$ cat config.mk
export PLATFORM = sky130hd
export DESIGN_NAME = tga_rle_pixel_decoder_unit
export DESIGN_NICKNAME = d
export VERILOG_FILES = /design/src/design/trpd_pkg.sv /design/src/design/tga_rle_pixel_decoder_unit.sv /design/src/design/trpd_ctrl.sv /design/src/design/trpd_datapath.sv
export SDC_FILE = /design/constraint.sdc
export NUM_CORES = 1
export LEC_CHECK = 0
export ABC_AREA = 1
export ABC_CLOCK_PERIOD_IN_PS = 8150
export BUFFER_PORTS_ARGS = -buffer_cell sky130_fd_sc_hd__buf_2
export CORE_ASPECT_RATIO = 1.5
export CORE_MARGIN = 1
export CORE_UTILIZATION = 54
export DETAILED_ROUTE_END_ITERATION = 16
export PLACE_DENSITY_LB_ADDON = 0.2
export REMOVE_ABC_BUFFERS = 1
export SYNTH_ARGS = -nofsm -noshare
export SYNTH_HDL_FRONTEND = slang
export SYNTH_HIERARCHICAL = 1
export SYNTH_SLANG_ARGS = --single-unit
$ cat constraint.sdc
create_clock -name clk -period 8.15 [get_ports clk]
set_clock_uncertainty 0.2 [all_clocks]
set_input_delay 0.815 -clock clk [delete_from_list [all_inputs] [get_ports clk]]
set_output_delay 0.815 -clock clk [all_outputs]
set_load 0.02 [all_outputs]
$ cat src/design/trpd_pkg.sv
// Shared types and constants of the TGA run-length pixel decoder.
// No dependencies.
`default_nettype none
package trpd_pkg;

	localparam int CFG_W   = 15;
	localparam int LEFT_W  = 30;
	localparam int COLOR_W = 8;
	localparam int LEN_W   = 8;
	localparam int OUT_W   = 15;
	localparam int APB_DW  = 32;
	localparam int APB_AW  = 3;

	localparam logic REG_WIDTH  = 1'b0;
	localparam logic REG_HEIGHT = 1'b1;

	localparam int RUN_BIT = 7;

	typedef struct packed {
		logic take_byte;
		logic load_span;
		logic wrap_step;
		logic wrap_finish;
	} trpd_cmd_t;

	typedef struct packed {
		logic emit_byte;
		logic wrap_done;
	} trpd_status_t;

endpackage
`default_nettype wire

$ cat src/design/tga_rle_pixel_decoder_unit.sv
// Top level of the TGA run-length pixel decoder: controller, datapath
// and APB configuration port. Depends on trpd_pkg, trpd_ctrl, trpd_datapath.
//
// Usage:
//   Byte channel (data_byte, first_byte; byte_valid/byte_stall) takes the
//   pixel-data bytes of a run-length-coded 32-bit BGRA image. first_byte
//   marks the first header and restarts placement at column 0 of the
//   bottom-stored top row. Span channel (span_valid/span_stall) returns one
//   span per run packet or raw pixel, on its alpha byte.
//   Header and colour bytes are taken while idle. An alpha byte is followed
//   by the emit state, which loads the span once the output slot is free,
//   and the wrap state, which makes W = (column + length) / width row wraps;
//   the wrap loop subtracts the width once per cycle.
//   Reset sets width and height to 1 and clears all packet and position
//   state; no span is pending.
//   A stalled span holds in the output register; the next bytes are still
//   taken until another span must be loaded, which then waits for the slot.
//   image_width (0x0) and image_height (0x4) must be written only when idle; the block does not enforce this.
`default_nettype none
module tga_rle_pixel_decoder_unit
	import trpd_pkg::*;
#(
	parameter int COORD_BITS = 15
) (
	input  wire logic              clk,
	input  wire logic              arst_n,
	input  wire logic              psel,
	input  wire logic              penable,
	input  wire logic              pwrite,
	input  wire logic [APB_AW-1:0] paddr,
	input  wire logic [APB_DW-1:0] pwdata,
	output logic [APB_DW-1:0]      prdata,
	output logic                   pready,
	input  wire logic              byte_valid,
	output logic                   byte_stall,
	input  wire logic [7:0]        data_byte,
	input  wire logic              first_byte,
	output logic                   span_valid,
	input  wire logic              span_stall,
	output logic [OUT_W-1:0]       start_row,
	output logic [OUT_W-1:0]       start_column,
	output logic [LEN_W-1:0]       run_length,
	output logic [COLOR_W-1:0]     red,
	output logic [COLOR_W-1:0]     green,
	output logic [COLOR_W-1:0]     blue,
	output logic                   pixels_dropped
);

	trpd_cmd_t    cmd;
	trpd_status_t status;

	assign pready = 1'b1;

	trpd_ctrl u_ctrl (
		.clk        (clk),
		.arst_n     (arst_n),
		.byte_valid (byte_valid),
		.byte_stall (byte_stall),
		.span_valid (span_valid),
		.span_stall (span_stall),
		.status     (status),
		.cmd        (cmd)
	);

	trpd_datapath #(
		.COORD_BITS (COORD_BITS)
	) u_datapath (
		.clk            (clk),
		.arst_n         (arst_n),
		.psel           (psel),
		.penable        (penable),
		.pwrite         (pwrite),
		.paddr          (paddr),
		.pwdata         (pwdata),
		.prdata         (prdata),
		.data_byte      (data_byte),
		.first_byte     (first_byte),
		.cmd            (cmd),
		.status         (status),
		.start_row      (start_row),
		.start_column   (start_column),
		.run_length     (run_length),
		.red            (red),
		.green          (green),
		.blue           (blue),
		.pixels_dropped (pixels_dropped)
	);

endmodule
`default_nettype wire

$ cat src/design/trpd_ctrl.sv
// Controller of the TGA run-length pixel decoder: sequences byte intake,
// span loading and column wrap steps. Depends on trpd_pkg.
`default_nettype none
module trpd_ctrl
	import trpd_pkg::*;
(
	input  wire logic         clk,
	input  wire logic         arst_n,
	input  wire logic         byte_valid,
	output logic              byte_stall,
	output logic              span_valid,
	input  wire logic         span_stall,
	input  wire trpd_status_t status,
	output trpd_cmd_t         cmd
);

	typedef enum logic [1:0] {
		ST_IDLE,
		ST_EMIT,
		ST_WRAP
	} state_t;

	state_t state_q;
	logic   span_valid_q;
	logic   slot_free;

	assign slot_free  = !span_valid_q || !span_stall;
	assign byte_stall = (state_q != ST_IDLE);
	assign span_valid = span_valid_q;

	always_comb begin
		cmd = '0;
		case (state_q)
			ST_IDLE: cmd.take_byte = byte_valid;
			ST_EMIT: cmd.load_span = slot_free;
			ST_WRAP: begin
				cmd.wrap_step   = !status.wrap_done;
				cmd.wrap_finish = status.wrap_done;
			end
			default: cmd = '0;
		endcase
	end

	always_ff @(posedge clk or negedge arst_n) begin
		if (!arst_n) begin
			state_q      <= ST_IDLE;
			span_valid_q <= 1'b0;
		end else begin
			if (cmd.load_span)
				span_valid_q <= 1'b1;
			else if (span_valid_q && !span_stall)
				span_valid_q <= 1'b0;
			case (state_q)
				ST_IDLE: begin
					if (byte_valid && status.emit_byte)
						state_q <= ST_EMIT;
				end
				ST_EMIT: begin
					if (slot_free)
						state_q <= ST_WRAP;
				end
				ST_WRAP: begin
					if (status.wrap_done)
						state_q <= ST_IDLE;
				end
				default: state_q <= ST_IDLE;
			endcase
		end
	end

endmodule
`default_nettype wire

$ cat src/design/trpd_datapath.sv
// Datapath of the TGA run-length pixel decoder: configuration registers,
// packet and position state, span output registers. Depends on trpd_pkg.
`default_nettype none
module trpd_datapath
	import trpd_pkg::*;
#(
	parameter int COORD_BITS = 15
) (
	input  wire logic                clk,
	input  wire logic                arst_n,
	input  wire logic                psel,
	input  wire logic                penable,
	input  wire logic                pwrite,
	input  wire logic [APB_AW-1:0]   paddr,
	input  wire logic [APB_DW-1:0]   pwdata,
	output logic [APB_DW-1:0]        prdata,
	input  wire logic [7:0]          data_byte,
	input  wire logic                first_byte,
	input  wire trpd_cmd_t           cmd,
	output trpd_status_t             status,
	output logic [OUT_W-1:0]         start_row,
	output logic [OUT_W-1:0]         start_column,
	output logic [LEN_W-1:0]         run_length,
	output logic [COLOR_W-1:0]       red,
	output logic [COLOR_W-1:0]       green,
	output logic [COLOR_W-1:0]       blue,
	output logic                     pixels_dropped
);

	localparam int RW = COORD_BITS + 1;
	localparam int PW = (RW > CFG_W) ? RW : CFG_W;

	typedef enum logic [1:0] {
		BYTE_BLUE,
		BYTE_GREEN,
		BYTE_RED,
		BYTE_ALPHA
	} byte_pos_t;

	logic [CFG_W-1:0]      width_q;
	logic [CFG_W-1:0]      height_q;
	logic                  in_packet_q;
	logic                  packet_is_run_q;
	logic [LEN_W-1:0]      pix_left_q;
	byte_pos_t             byte_pos_q;
	logic [COLOR_W-1:0]    blue_q;
	logic [COLOR_W-1:0]    green_q;
	logic [COLOR_W-1:0]    red_q;
	logic [COORD_BITS-1:0] column_q;
	logic [RW-1:0]         row_q;
	logic [LEFT_W-1:0]     left_q;
	logic [PW-1:0]         pos_q;

	logic [CFG_W-1:0]      eff_w;
	logic [CFG_W-1:0]      eff_h;
	logic [LEFT_W-1:0]     total_pixels;
	logic [PW-1:0]         top_row;
	logic                  header;
	logic [LEN_W-1:0]      want;
	logic [LEN_W-1:0]      span_len;
	logic                  span_drop;
	logic [PW-1:0]         pos_next;
	logic [PW-1:0]         row_ext;
	logic [PW-1:0]         col_ext;
	logic                  cfg_write;

	assign cfg_write    = psel && penable && pwrite;
	assign prdata       = (paddr[2] == REG_WIDTH) ? APB_DW'(width_q) : APB_DW'(height_q);

	assign eff_w        = (width_q == '0) ? CFG_W'(1) : width_q;
	assign eff_h        = (height_q == '0) ? CFG_W'(1) : height_q;
	assign total_pixels = LEFT_W'(eff_w) * LEFT_W'(eff_h);
	assign top_row      = PW'(eff_h - CFG_W'(1));
	assign header       = first_byte || !in_packet_q;

	assign want         = packet_is_run_q ? pix_left_q : LEN_W'(1);
	assign span_drop    = LEFT_W'(want) > left_q;
	assign span_len     = span_drop ? left_q[LEN_W-1:0] : want;
	assign pos_next     = PW'(column_q) + PW'(span_len);
	assign row_ext      = PW'(row_q);
	assign col_ext      = PW'(column_q);

	assign status.emit_byte = !first_byte && in_packet_q && (byte_pos_q == BYTE_ALPHA);
	assign status.wrap_done = pos_q < PW'(eff_w);

	always_ff @(posedge clk or negedge arst_n) begin
		if (!arst_n) begin
			width_q  <= CFG_W'(1);
			height_q <= CFG_W'(1);
		end else if (cfg_write) begin
			case (paddr[2])
				REG_WIDTH:  width_q  <= pwdata[CFG_W-1:0];
				REG_HEIGHT: height_q <= pwdata[CFG_W-1:0];
				default:    width_q  <= width_q;
			endcase
		end
	end

	always_ff @(posedge clk or negedge arst_n) begin
		if (!arst_n) begin
			in_packet_q     <= 1'b0;
			packet_is_run_q <= 1'b0;
			pix_left_q      <= '0;
			byte_pos_q      <= BYTE_BLUE;
			blue_q          <= '0;
			green_q         <= '0;
			red_q           <= '0;
			column_q        <= '0;
			row_q           <= '0;
			left_q          <= '0;
		end else begin
			if (cmd.take_byte) begin
				if (first_byte) begin
					column_q <= '0;
					row_q    <= top_row[RW-1:0];
					left_q   <= total_pixels;
				end
				if (header) begin
					packet_is_run_q <= data_byte[RUN_BIT];
					pix_left_q      <= {1'b0, data_byte[RUN_BIT-1:0]} + LEN_W'(1);
					byte_pos_q      <= BYTE_BLUE;
					in_packet_q     <= 1'b1;
				end else begin
					case (byte_pos_q)
						BYTE_BLUE: begin
							blue_q     <= data_byte;
							byte_pos_q <= BYTE_GREEN;
						end
						BYTE_GREEN: begin
							green_q    <= data_byte;
							byte_pos_q <= BYTE_RED;
						end
						BYTE_RED: begin
							red_q      <= data_byte;
							byte_pos_q <= BYTE_ALPHA;
						end
						default: byte_pos_q <= BYTE_BLUE;
					endcase
				end
			end
			if (cmd.load_span) begin
				left_q <= left_q - LEFT_W'(span_len);
				if (packet_is_run_q) begin
					pix_left_q  <= '0;
					in_packet_q <= 1'b0;
				end else begin
					pix_left_q <= pix_left_q - LEN_W'(1);
					if (pix_left_q == LEN_W'(1))
						in_packet_q <= 1'b0;
				end
			end
			if (cmd.wrap_step)
				row_q <= row_q - RW'(1);
			if (cmd.wrap_finish)
				column_q <= pos_q[COORD_BITS-1:0];
		end
	end

	always_ff @(posedge clk) begin
		if (cmd.load_span) begin
			pos_q          <= pos_next;
			start_row      <= row_ext[OUT_W-1:0];
			start_column   <= col_ext[OUT_W-1:0];
			run_length     <= span_len;
			red            <= red_q;
			green          <= green_q;
			blue           <= blue_q;
			pixels_dropped <= span_drop;
		end else if (cmd.wrap_step) begin
			pos_q <= pos_q - PW'(eff_w);
		end
	end

endmodule
`default_nettype wire

After elaboration in Yosys (flattened, before gate mapping) --
Cells that the tools add are included.
Word-level totals: flip-flop bits (word level) 209, bits of input ports 51, output and inout bits 98, logic and storage cells 117
Cells by class: add/sub/neg operators 7, multiply operators 1, magnitude comparators 2, equal/unequal tests 9, muxes and demuxes 36, bitwise logic cells 2, reduce and logical (&&, ||, !) cells 38
Operators with widths (count):
- 15-bit 2-to-1 mux | 6
- 30-bit 2-to-1 mux | 3
- 16-bit 2-to-1 mux | 5
- 8-bit 2-to-1 mux | 6
- 8-bit by 30-bit > comparator with 1-bit output | 1
- 15-bit zero test | 2
- 15-bit by 15-bit multiplier with 30-bit output | 1
- 30-bit by 8-bit subtractor with 30-bit output | 1
- 2-bit nonzero test | 10
- 15-bit by 8-bit adder with 16-bit output | 1
- 16-bit by 15-bit < comparator with 1-bit output | 1
- 15-bit by 1-bit subtractor with 16-bit output (second input constant) | 1
- 16-bit by 1-bit subtractor with 16-bit output (second input constant) | 1
- 16-bit by 15-bit subtractor with 16-bit output | 1
- 2-bit AND reduction | 7
- 2-bit case mux with 3 select lines | 2
- 3-bit AND reduction | 4
- 2-bit 2-to-1 mux | 5
- 1-bit 2-to-1 mux | 9
- 7-bit by 1-bit adder with 8-bit output (second input constant) | 1
- 8-bit by 1-bit == test with 1-bit output (second input constant) | 1
- 8-bit by 1-bit subtractor with 8-bit output (second input constant) | 1
- 2-bit == test (second input constant) | 3
- 1-bit logical AND | 6
- 6 further kinds | 16

Logic depth before layout (Yosys ltp) --
Gate-level depths: netlist of the first run.
depth after elaboration 7, gate-level depth with buffers 35, depth with buffers taken out 33

Cells and area by module --
Netlist of the first run, hierarchy kept.
Modules (own cells, without submodules):
- trpd_datapath | times used 1, cells an instance 2677, area each 19929.1 µm², seq. area each 5527.8 µm²
- trpd_ctrl | times used 1, cells an instance 23, area each 155.1 µm², seq. area each 75.1 µm²
- tga_rle_pixel_decoder_unit | times used 1, cells an instance 2, area each 11.3 µm², seq. area each 0.0 µm²

Worst setup path after synthesis of the first run --
No wires, ideal clock.
path type flip-flop to flip-flop, start register u_datapath.height_q[0], end register u_datapath.left_q[13], setup time 0.118 ns, data arrival time 5.846 ns, required time 7.832 ns, path slack 1.986 ns, stages on the path, launching flop included 33, buffers on the path 1, period minus slack after synthesis 6.164 ns, cell sequence dfstp_2 -> inv_1 -> nand4_1 -> nor2_1 -> nand2_1 -> nand2_1 -> inv_1 -> clkbuf_1 -> nor2_1 -> fa_1 -> inv_1 -> fa_1 -> inv_1 -> fa_1 -> inv_1 -> fa_1 -> inv_1 -> fa_1 -> inv_1 -> fa_1 -> inv_1 -> ha_1 -> nand2_1 -> nand2_1 -> nand2_1 -> nand2_1 -> inv_1 -> nand3_1 -> or2_2 -> nand3_1 -> nand2_1 -> nand2_1 -> nand2_1
Between the ends: longest elaborated chain between the ends 6
Ends and longest elaborated chain:
- start: declaration | RTL line trpd_datapath.sv:41 | logic [CFG_W-1:0] height_q;
- start signal: assignment | RTL line trpd_datapath.sv:93 | REG_HEIGHT: height_q <= pwdata[CFG_W-1:0];
- 15-bit zero test | RTL line trpd_datapath.sv:71 | assign eff_h = (height_q == '0) ? CFG_W'(1) : height_q;
- 15-bit 2-to-1 mux * | RTL line trpd_datapath.sv:71
- 15-bit by 15-bit multiplier with 30-bit output * | RTL line trpd_datapath.sv:72 | assign total_pixels = LEFT_W'(eff_w) * LEFT_W'(eff_h);
- 30-bit 2-to-1 mux * | RTL line trpd_datapath.sv:113 | if (first_byte) begin
- 30-bit 2-to-1 mux * | RTL line trpd_datapath.sv:112 | if (cmd.take_byte) begin
- 30-bit 2-to-1 mux * | RTL line trpd_datapath.sv:141 | if (cmd.load_span) begin
- end signal: assignment | RTL line trpd_datapath.sv:116 | left_q <= total_pixels;
- end signal: assignment | RTL line trpd_datapath.sv:142 | left_q <= left_q - LEFT_W'(span_len);
- end: declaration | RTL line trpd_datapath.sv:51 | logic [LEFT_W-1:0] left_q;
Mark *: on every way between the ends. The rest lies on a longest branch, timed or not. The select of a mux whose other input is x is not followed. A chain may end at the register's enable or synchronous reset.

Worst setup path after layout of the first run --
start register u_datapath.width_q[3], end register u_datapath.left_q[27]
Between the ends: longest elaborated chain between the ends 6
Ends and longest elaborated chain:
- start: declaration | RTL line trpd_datapath.sv:40 | logic [CFG_W-1:0] width_q;
- start signal: assignment | RTL line trpd_datapath.sv:92 | REG_WIDTH: width_q <= pwdata[CFG_W-1:0];
- start signal: assignment | RTL line trpd_datapath.sv:94 | default: width_q <= width_q;
- 15-bit zero test | RTL line trpd_datapath.sv:70 | assign eff_w = (width_q == '0) ? CFG_W'(1) : width_q;
- 15-bit 2-to-1 mux * | RTL line trpd_datapath.sv:70
- 15-bit by 15-bit multiplier with 30-bit output * | RTL line trpd_datapath.sv:72
- 30-bit 2-to-1 mux * | RTL line trpd_datapath.sv:113
- 30-bit 2-to-1 mux * | RTL line trpd_datapath.sv:112
- 30-bit 2-to-1 mux * | RTL line trpd_datapath.sv:141
Marks and branches as above.

==> out/metrics.csv, run 1 <==
metric,value,unit
outcome,"complete, no violations",
sequential share of power,19.2,%
number of setup buffers added after CTS,0,
"Req. time, crit path",8.35,ns
input/output buffers,111,
initial DRC count,1192,
clk_lat worst skew,0.53,ns
total CTS buffers,22,
part of the cycle the worst path needs,86.7,%
setup TNS,0,ns
Tmin final,7.06,ns
"Design Area, Final",0.0217,mm2
"most common cell after layout, fill and taps aside",nand2_1,
VDD IR max,0.000418,V
via count,17200,
routed len/inst,15.8,um
clock sink count,208,
vias in the first global route,17100,
Syn-to-layout area delta,7.93,%
layout cell share with drive strength beyond 1,7.76,%
Max Cap Viol,0,
"critical path fanouts, max",17,
Max Freq,142,MHz
measured slew at the worst slew-check pin,1.05,ns
antenna-violating nets left,0,
pwr dens,402,mW/mm2
"Top FF cell, synth",dfrtp_1,
WS Path Type,reg -> reg,
syn_area_per_cell,7.44,um2
clock tree from TritonCTS,yes,
endpoint class of the critical path,flip-flop,
Cell Rows,86,
fin nets,3129,
critical path data arrival time,7.27,ns
core area,0.0367,mm2
first-pass GRT wire length,84.3,mm
fill count,3414,
Rel. slew slack,29.8,%
switching part of the total power,53.4,%
antenna violations before repair,0,
area of the multi-input gates,0.0117,mm2
pins over their slew limit,0,
Synthesis Warnings,6,
Syn Std Cell Area,0.0201,mm2
routed vias/inst,5.27,
H-tree lvl count,1,
placed cell area,0.0210,mm2
"Seq/Total Area, Yosys",27.9,%
largest net degree at the start of global routing,63,
clk buf depth,3,
num ports,149,
clock power share,11.2,%
Yosys cell types,52,
Post-synth ARST share,62.0,%
Die W,160,um
cts repair resizes,0,
drt total wl,51.5,mm
NetSw,0.00466,W
Register Area,0.00560,mm2
Seq cells post-synth,208,
number of flops mapped to enable cells by yosys,79,
Starting Density,54.8,%
All-Layer GR Usage,27.8,%
Die Area,0.0380,mm2
Hold Path Class,reg -> reg,
Leakage,12.1,nW
Clock Tree Root,clkbuf_16,
crit start category,flip-flop,
RSZ-0062 raised after global routing,false,
TritonRoute pass-1 iters,6,
internal power,0.00407,W
most frequent cells in the layout,"768 x nand2_1, 596 x inv_1, 180 x nor2_1",
Die Ht,238,um
Post-Synthesis Cells,2702,
final hold vios,0,
DRC violations left,0,
combinational power share,69.6,%
clock-pin slew on the worst setup and hold paths,0.06,ns
DP HPWL,40.6,mm
GRT Residual Overflow,0,
n_diodes,0,
Final Wtd Congestion,0.924,
setup violators final,0,
-- synth_stat cells, drive strengths merged (6+ instances only) --
cell    count  area share (%)
nand2     769              14
inv       605              11
nor2      191             3.8
fa        170              17
o21ai     165             4.3
ha        141             8.8
dfrtp     127              16
nand3     126             3.2
edfxtp     79              12
a21oi      71             1.8
clkbuf     60             1.1
buf        51             1.5
nand4      31            0.97
xor2       20            0.87
nor3        9            0.22
a31oi       8            0.25
xnor2       8            0.35
a21o        7            0.26
o22ai       7            0.22
nand3b      6            0.22
o21bai      6            0.22
or2         6            0.19
-- worst paths after layout --
path | slack, ns | depth (start not counted) | end | start
setup / recovery | 1.09 | 27 | u_datapath/left_q[27] | u_datapath/width_q[3]
hold / removal | 0.25 | 0 | u_datapath/green[2] | u_datapath/green_q[2]
setup reg to reg | 1.09 | 27 | u_datapath/left_q[27] | u_datapath/width_q[3]
hold reg to reg | 0.25 | 0 | u_datapath/green[2] | u_datapath/green_q[2]
max in group asynchronous | 6.09 | 3 | u_datapath/height_q[6] | arst_n
min in group asynchronous | 0.51 | 2 | u_datapath/blue_q[3] | arst_n
-- repair_timing --
action / 4_1_cts / 5_1_grt
setup endpoints to repair: 0 / 0
endpoints found under the hold margin: 22 / 0
hold buffers: 1 / 0
-- power groups by stage --
stage	logic, W	clock network (W)	registers, W
5_1_grt	0.00692	0.00103	0.00171
3_5_place_dp	0.00608	0	0.00169
3_3_place_gp	0.00596	0	0.00168
2_1_floorplan	0.00434	0	0.00165
4_1_cts	0.00614	0.000995	0.00167
6_report	0.00608	0.000976	0.00168
-- metal layers --
metal | track usage [%] | vias to the layer above | wire (um)
met5 | 0 | - | 0
met1 | 31.3 | 8240 | 19300
met2 | 52.2 | 527 | 27200
met4 | 13.6 | 0 | 2320
li1 | - | 8319 | -
met3 | 2.62 | 145 | 2610
-- logic make-up after synthesis --
group / count (synthesis) / share of synthesized area, %
AO/OA/AOI/OAI: 285 / 7.87
XOR/XNOR: 28 / 1.22
adder cells (fa/ha/maj): 311 / 25.7
buffers and inverters: 720 / 14.0
flip-flops: 208 / 27.9
other: 2 / 0.0374
AND/OR/NAND/NOR: 1148 / 23.3
-- final cells by class --
type,count,area share [%]
inverters,609,10.6
clock buffers,27,2.76
flip-flops and latches,208,25.8
clock inverters,13,0.485
well taps,484,2.79
multi-input cells,1790,54.1
repair buffers,136,3.45
-- sequential cells by signal, indices dropped and copies added (netlist names), 15 cells and up --
register / cells
u_datapath/row_ext: 15
u_datapath/start_row: 15
u_datapath/width_q: 15
u_datapath/left_q: 30
u_datapath/pos_q: 16
u_datapath/column_q: 15
u_datapath/start_column: 15
u_datapath/height_q: 15
-- stage by stage --
stage	cells	worst slack [ns]	total power, W	hold slack (ns)	util [%]
3_5_place_dp	3226	1.19	0.00777	0.230	57.2
5_1_grt	3267	0.753	0.00966	0.253	59.1
4_1_cts	3267	1.15	0.00881	0.247	59.1
6_report	3267	1.09	0.00873	0.252	59.1
3_3_place_gp	3226	1.23	0.00764	0.231	57.2
2_1_floorplan	2607	1.94	0.00599	0.225	-
-- worst max-delay path, stage by stage, from the launching register on --
cell	delay [ns]
dfrtp_1	0.67
nor4_1	0.55
nand4_1	0.19
nand2_1	0.44
clkinv_1	0.38
nor2_1	0.19
ha_1	0.16
inv_1	0.06
fa_1	0.50
inv_1	0.05
fa_1	0.49
fa_1	0.43
fa_1	0.51
inv_1	0.05
fa_1	0.49
inv_1	0.05
ha_1	0.35
nand2_1	0.12
nor2_1	0.28
nand2_1	0.14
nor2_1	0.10
nand2_1	0.08
nand3_1	0.09
nand2_1	0.05
nand3_1	0.11
nand2_1	0.07
nand2_1	0.05
nand2_1	0.08
Power figures use the tool's default switching activity.
==> run 2: changes to the inputs <==
PLACE_DENSITY = 0.73   (was default)
PLACE_DENSITY_LB_ADDON = default   (was 0.2)
==> run 2 against run 1 <==
Effect of this change:
- count of clock-buffer cells in the layout grew 1
- non-clock buffer count up 1
- global-route usage decreased by 0.15 points
- sequential share of layout area barely moved
- first-iteration DRC count down 6.5%
- total power rose by 0.42%
- die area did not move
- wire length fell by 0.41%
- final cell count did not move
- setup slack gained 0.054 ns
- register-to-register slack improved by 0.05 ns
- sequential cell count is the same
==> out/metrics.csv, run 2 (synthesis results as in run 1) <==
metric,value,unit
RR Endpoint,u_datapath/left_q[19],
"reg-to-reg slack, setup",1.14,ns
RSZ-0062 raised after global routing,false,
core area,0.0367,mm2
fin nets,3130,
number of setup buffers added after CTS,0,
VDD IR max,0.000484,V
Final Wtd Congestion,0.933,
Rel. slew slack,32.0,%
antenna-violating nets left,0,
routed len/inst,15.7,um
input/output buffers,111,
All-Layer GR Usage,27.6,%
largest net degree at the start of global routing,75,
"most common cell after layout, fill and taps aside",nand2_1,
Post-Route Utilization,59.1,%
endpoint class of the critical path,flip-flop,
pins over their slew limit,0,
cts repair resizes,0,
num ports,149,
via count,17300,
NetSw,0.00467,W
Max Cap Viol,0,
part of the cycle the worst path needs,86.0,%
"Most flops, register",u_datapath/left_q,
CP top delay family,adder cells,
most frequent cells in the layout,"768 x nand2_1, 596 x inv_1, 180 x nor2_1",
cts hold-fix bufs,0,
WS Path Type,reg -> reg,
setup violators final,0,
Leakage,12.2,nW
clk buf depth,3,
DP HPWL,40.0,mm
first-pass GRT wire length,83.9,mm
routed vias/inst,5.28,
GRT Residual Overflow,0,
Die W,160,um
measured slew at the worst slew-check pin,1.01,ns
H-tree lvl count,1,
final hold vios,0,
setup TNS,0,ns
Syn-to-layout area delta,7.97,%
DRC violations left,0,
n_diodes,0,
"critical path fanouts, max",17,
total CTS buffers,22,
Starting Density,54.8,%
drt total wl,51.3,mm
pwr dens,404,mW/mm2
combinational power share,69.7,%
Cell Rows,86,
switching part of the total power,53.3,%
layout cell share with drive strength beyond 1,7.76,%
clk_lat worst skew,0.52,ns
Tmin final,7.01,ns
Max Freq,143,MHz
CP max stage delay,0.66,ns
critical path data arrival time,7.18,ns
clock power share,11.2,%
clock tree from TritonCTS,yes,
vias in the first global route,17100,
Die Ht,238,um
"Req. time, crit path",8.32,ns
TritonRoute pass-1 iters,6,
CP Buf/Inv Count,6,
biggest regs,"u_datapath/left_q (30), u_datapath/pos_q (16)",
critical path's slowest cell,dfrtp_1,
FF-to-FF Start,u_datapath/width_q[3],
antenna violations before repair,0,
max reg flops,30,
internal power,0.00410,W
Hold Path Class,in -> async,
worst reg2reg path depth,25,
Die Area,0.0380,mm2
sequential share of power,19.1,%
crit start category,flip-flop,
initial DRC count,1114,
clock-pin slew on the worst setup and hold paths,0.07,ns
outcome,"complete, no violations",
Clock Tree Root,clkbuf_16,
clock sink count,208,
[run 2: cell type report]
| cell class | instances | area (um2) |
|---|---|---|
| Clock inverter | 11 | 82.6 |
| Multi-Input combinational cell | 1790 | 11700 |
| Fill cell | 3367 | 15000 |
| Timing Repair Buffer | 137 | 753 |
| Sequential cell | 208 | 5600 |
| Tap cell | 484 | 606 |
| Clock buffer | 28 | 624 |
| Inverter | 609 | 2290 |
[run 2: how the worst max path moves through the flow]
stage / from / endpoint / slack (ns) / cells after the start
6_report: u_datapath/width_q[3] / u_datapath/left_q[19] / 1.14 / 25
5_1_grt: u_datapath/width_q[3] / u_datapath/left_q[16] / 0.69 / 27
4_1_cts: u_datapath/width_q[3] / u_datapath/left_q[19] / 1.22 / 25
3_5_place_dp: u_datapath/width_q[3] / u_datapath/left_q[19] / 1.23 / 25
3_3_place_gp: u_datapath/width_q[3] / u_datapath/left_q[23] / 1.36 / 27
2_1_floorplan: u_datapath/height_q[2] / u_datapath/left_q[13] / 1.94 / 31
[run 2: power groups by stage]
stage	combinational [W]	sequential, W	clock [W]
final	0.00611	0.00168	0.000984
after global placement	0.00599	0.00167	0
after global routing	0.00694	0.00170	0.00104
after floorplan	0.00434	0.00165	0
after CTS	0.00616	0.00167	0.00100
after detailed placement	0.00609	0.00168	0
[run 2: routing by layer]
| metal | GRT usage [%] | routed length (um) | part of all wire (%) | vias up |
|---|---|---|---|---|
| met3 | 2.49 | 2540 | 5.0 | 173 |
| met4 | 15.3 | 2800 | 5.5 | 0 |
| met5 | 0 | 0 | 0 | - |
| li1 | - | - | - | 8305 |
| met2 | 50.3 | 26300 | 51 | 585 |
| met1 | 31.9 | 19600 | 38 | 8203 |
[run 2: metrics by stage]
| stage | setup slack, ns | instance area (um2) | hold WS, ns | std cells | power [W] |
|---|---|---|---|---|---|
| after floorplan | 1.94 | 19600 | 0.225 | 2607 | 0.00599 |
| after global placement | 1.36 | 21000 | 0.231 | 3228 | 0.00766 |
| after detailed placement | 1.23 | 21000 | 0.231 | 3228 | 0.00778 |
| after CTS | 1.22 | 21700 | 0.168 | 3267 | 0.00883 |
| after global routing | 0.694 | 21700 | 0.211 | 3267 | 0.00969 |
| final | 1.14 | 21700 | 0.155 | 3267 | 0.00877 |
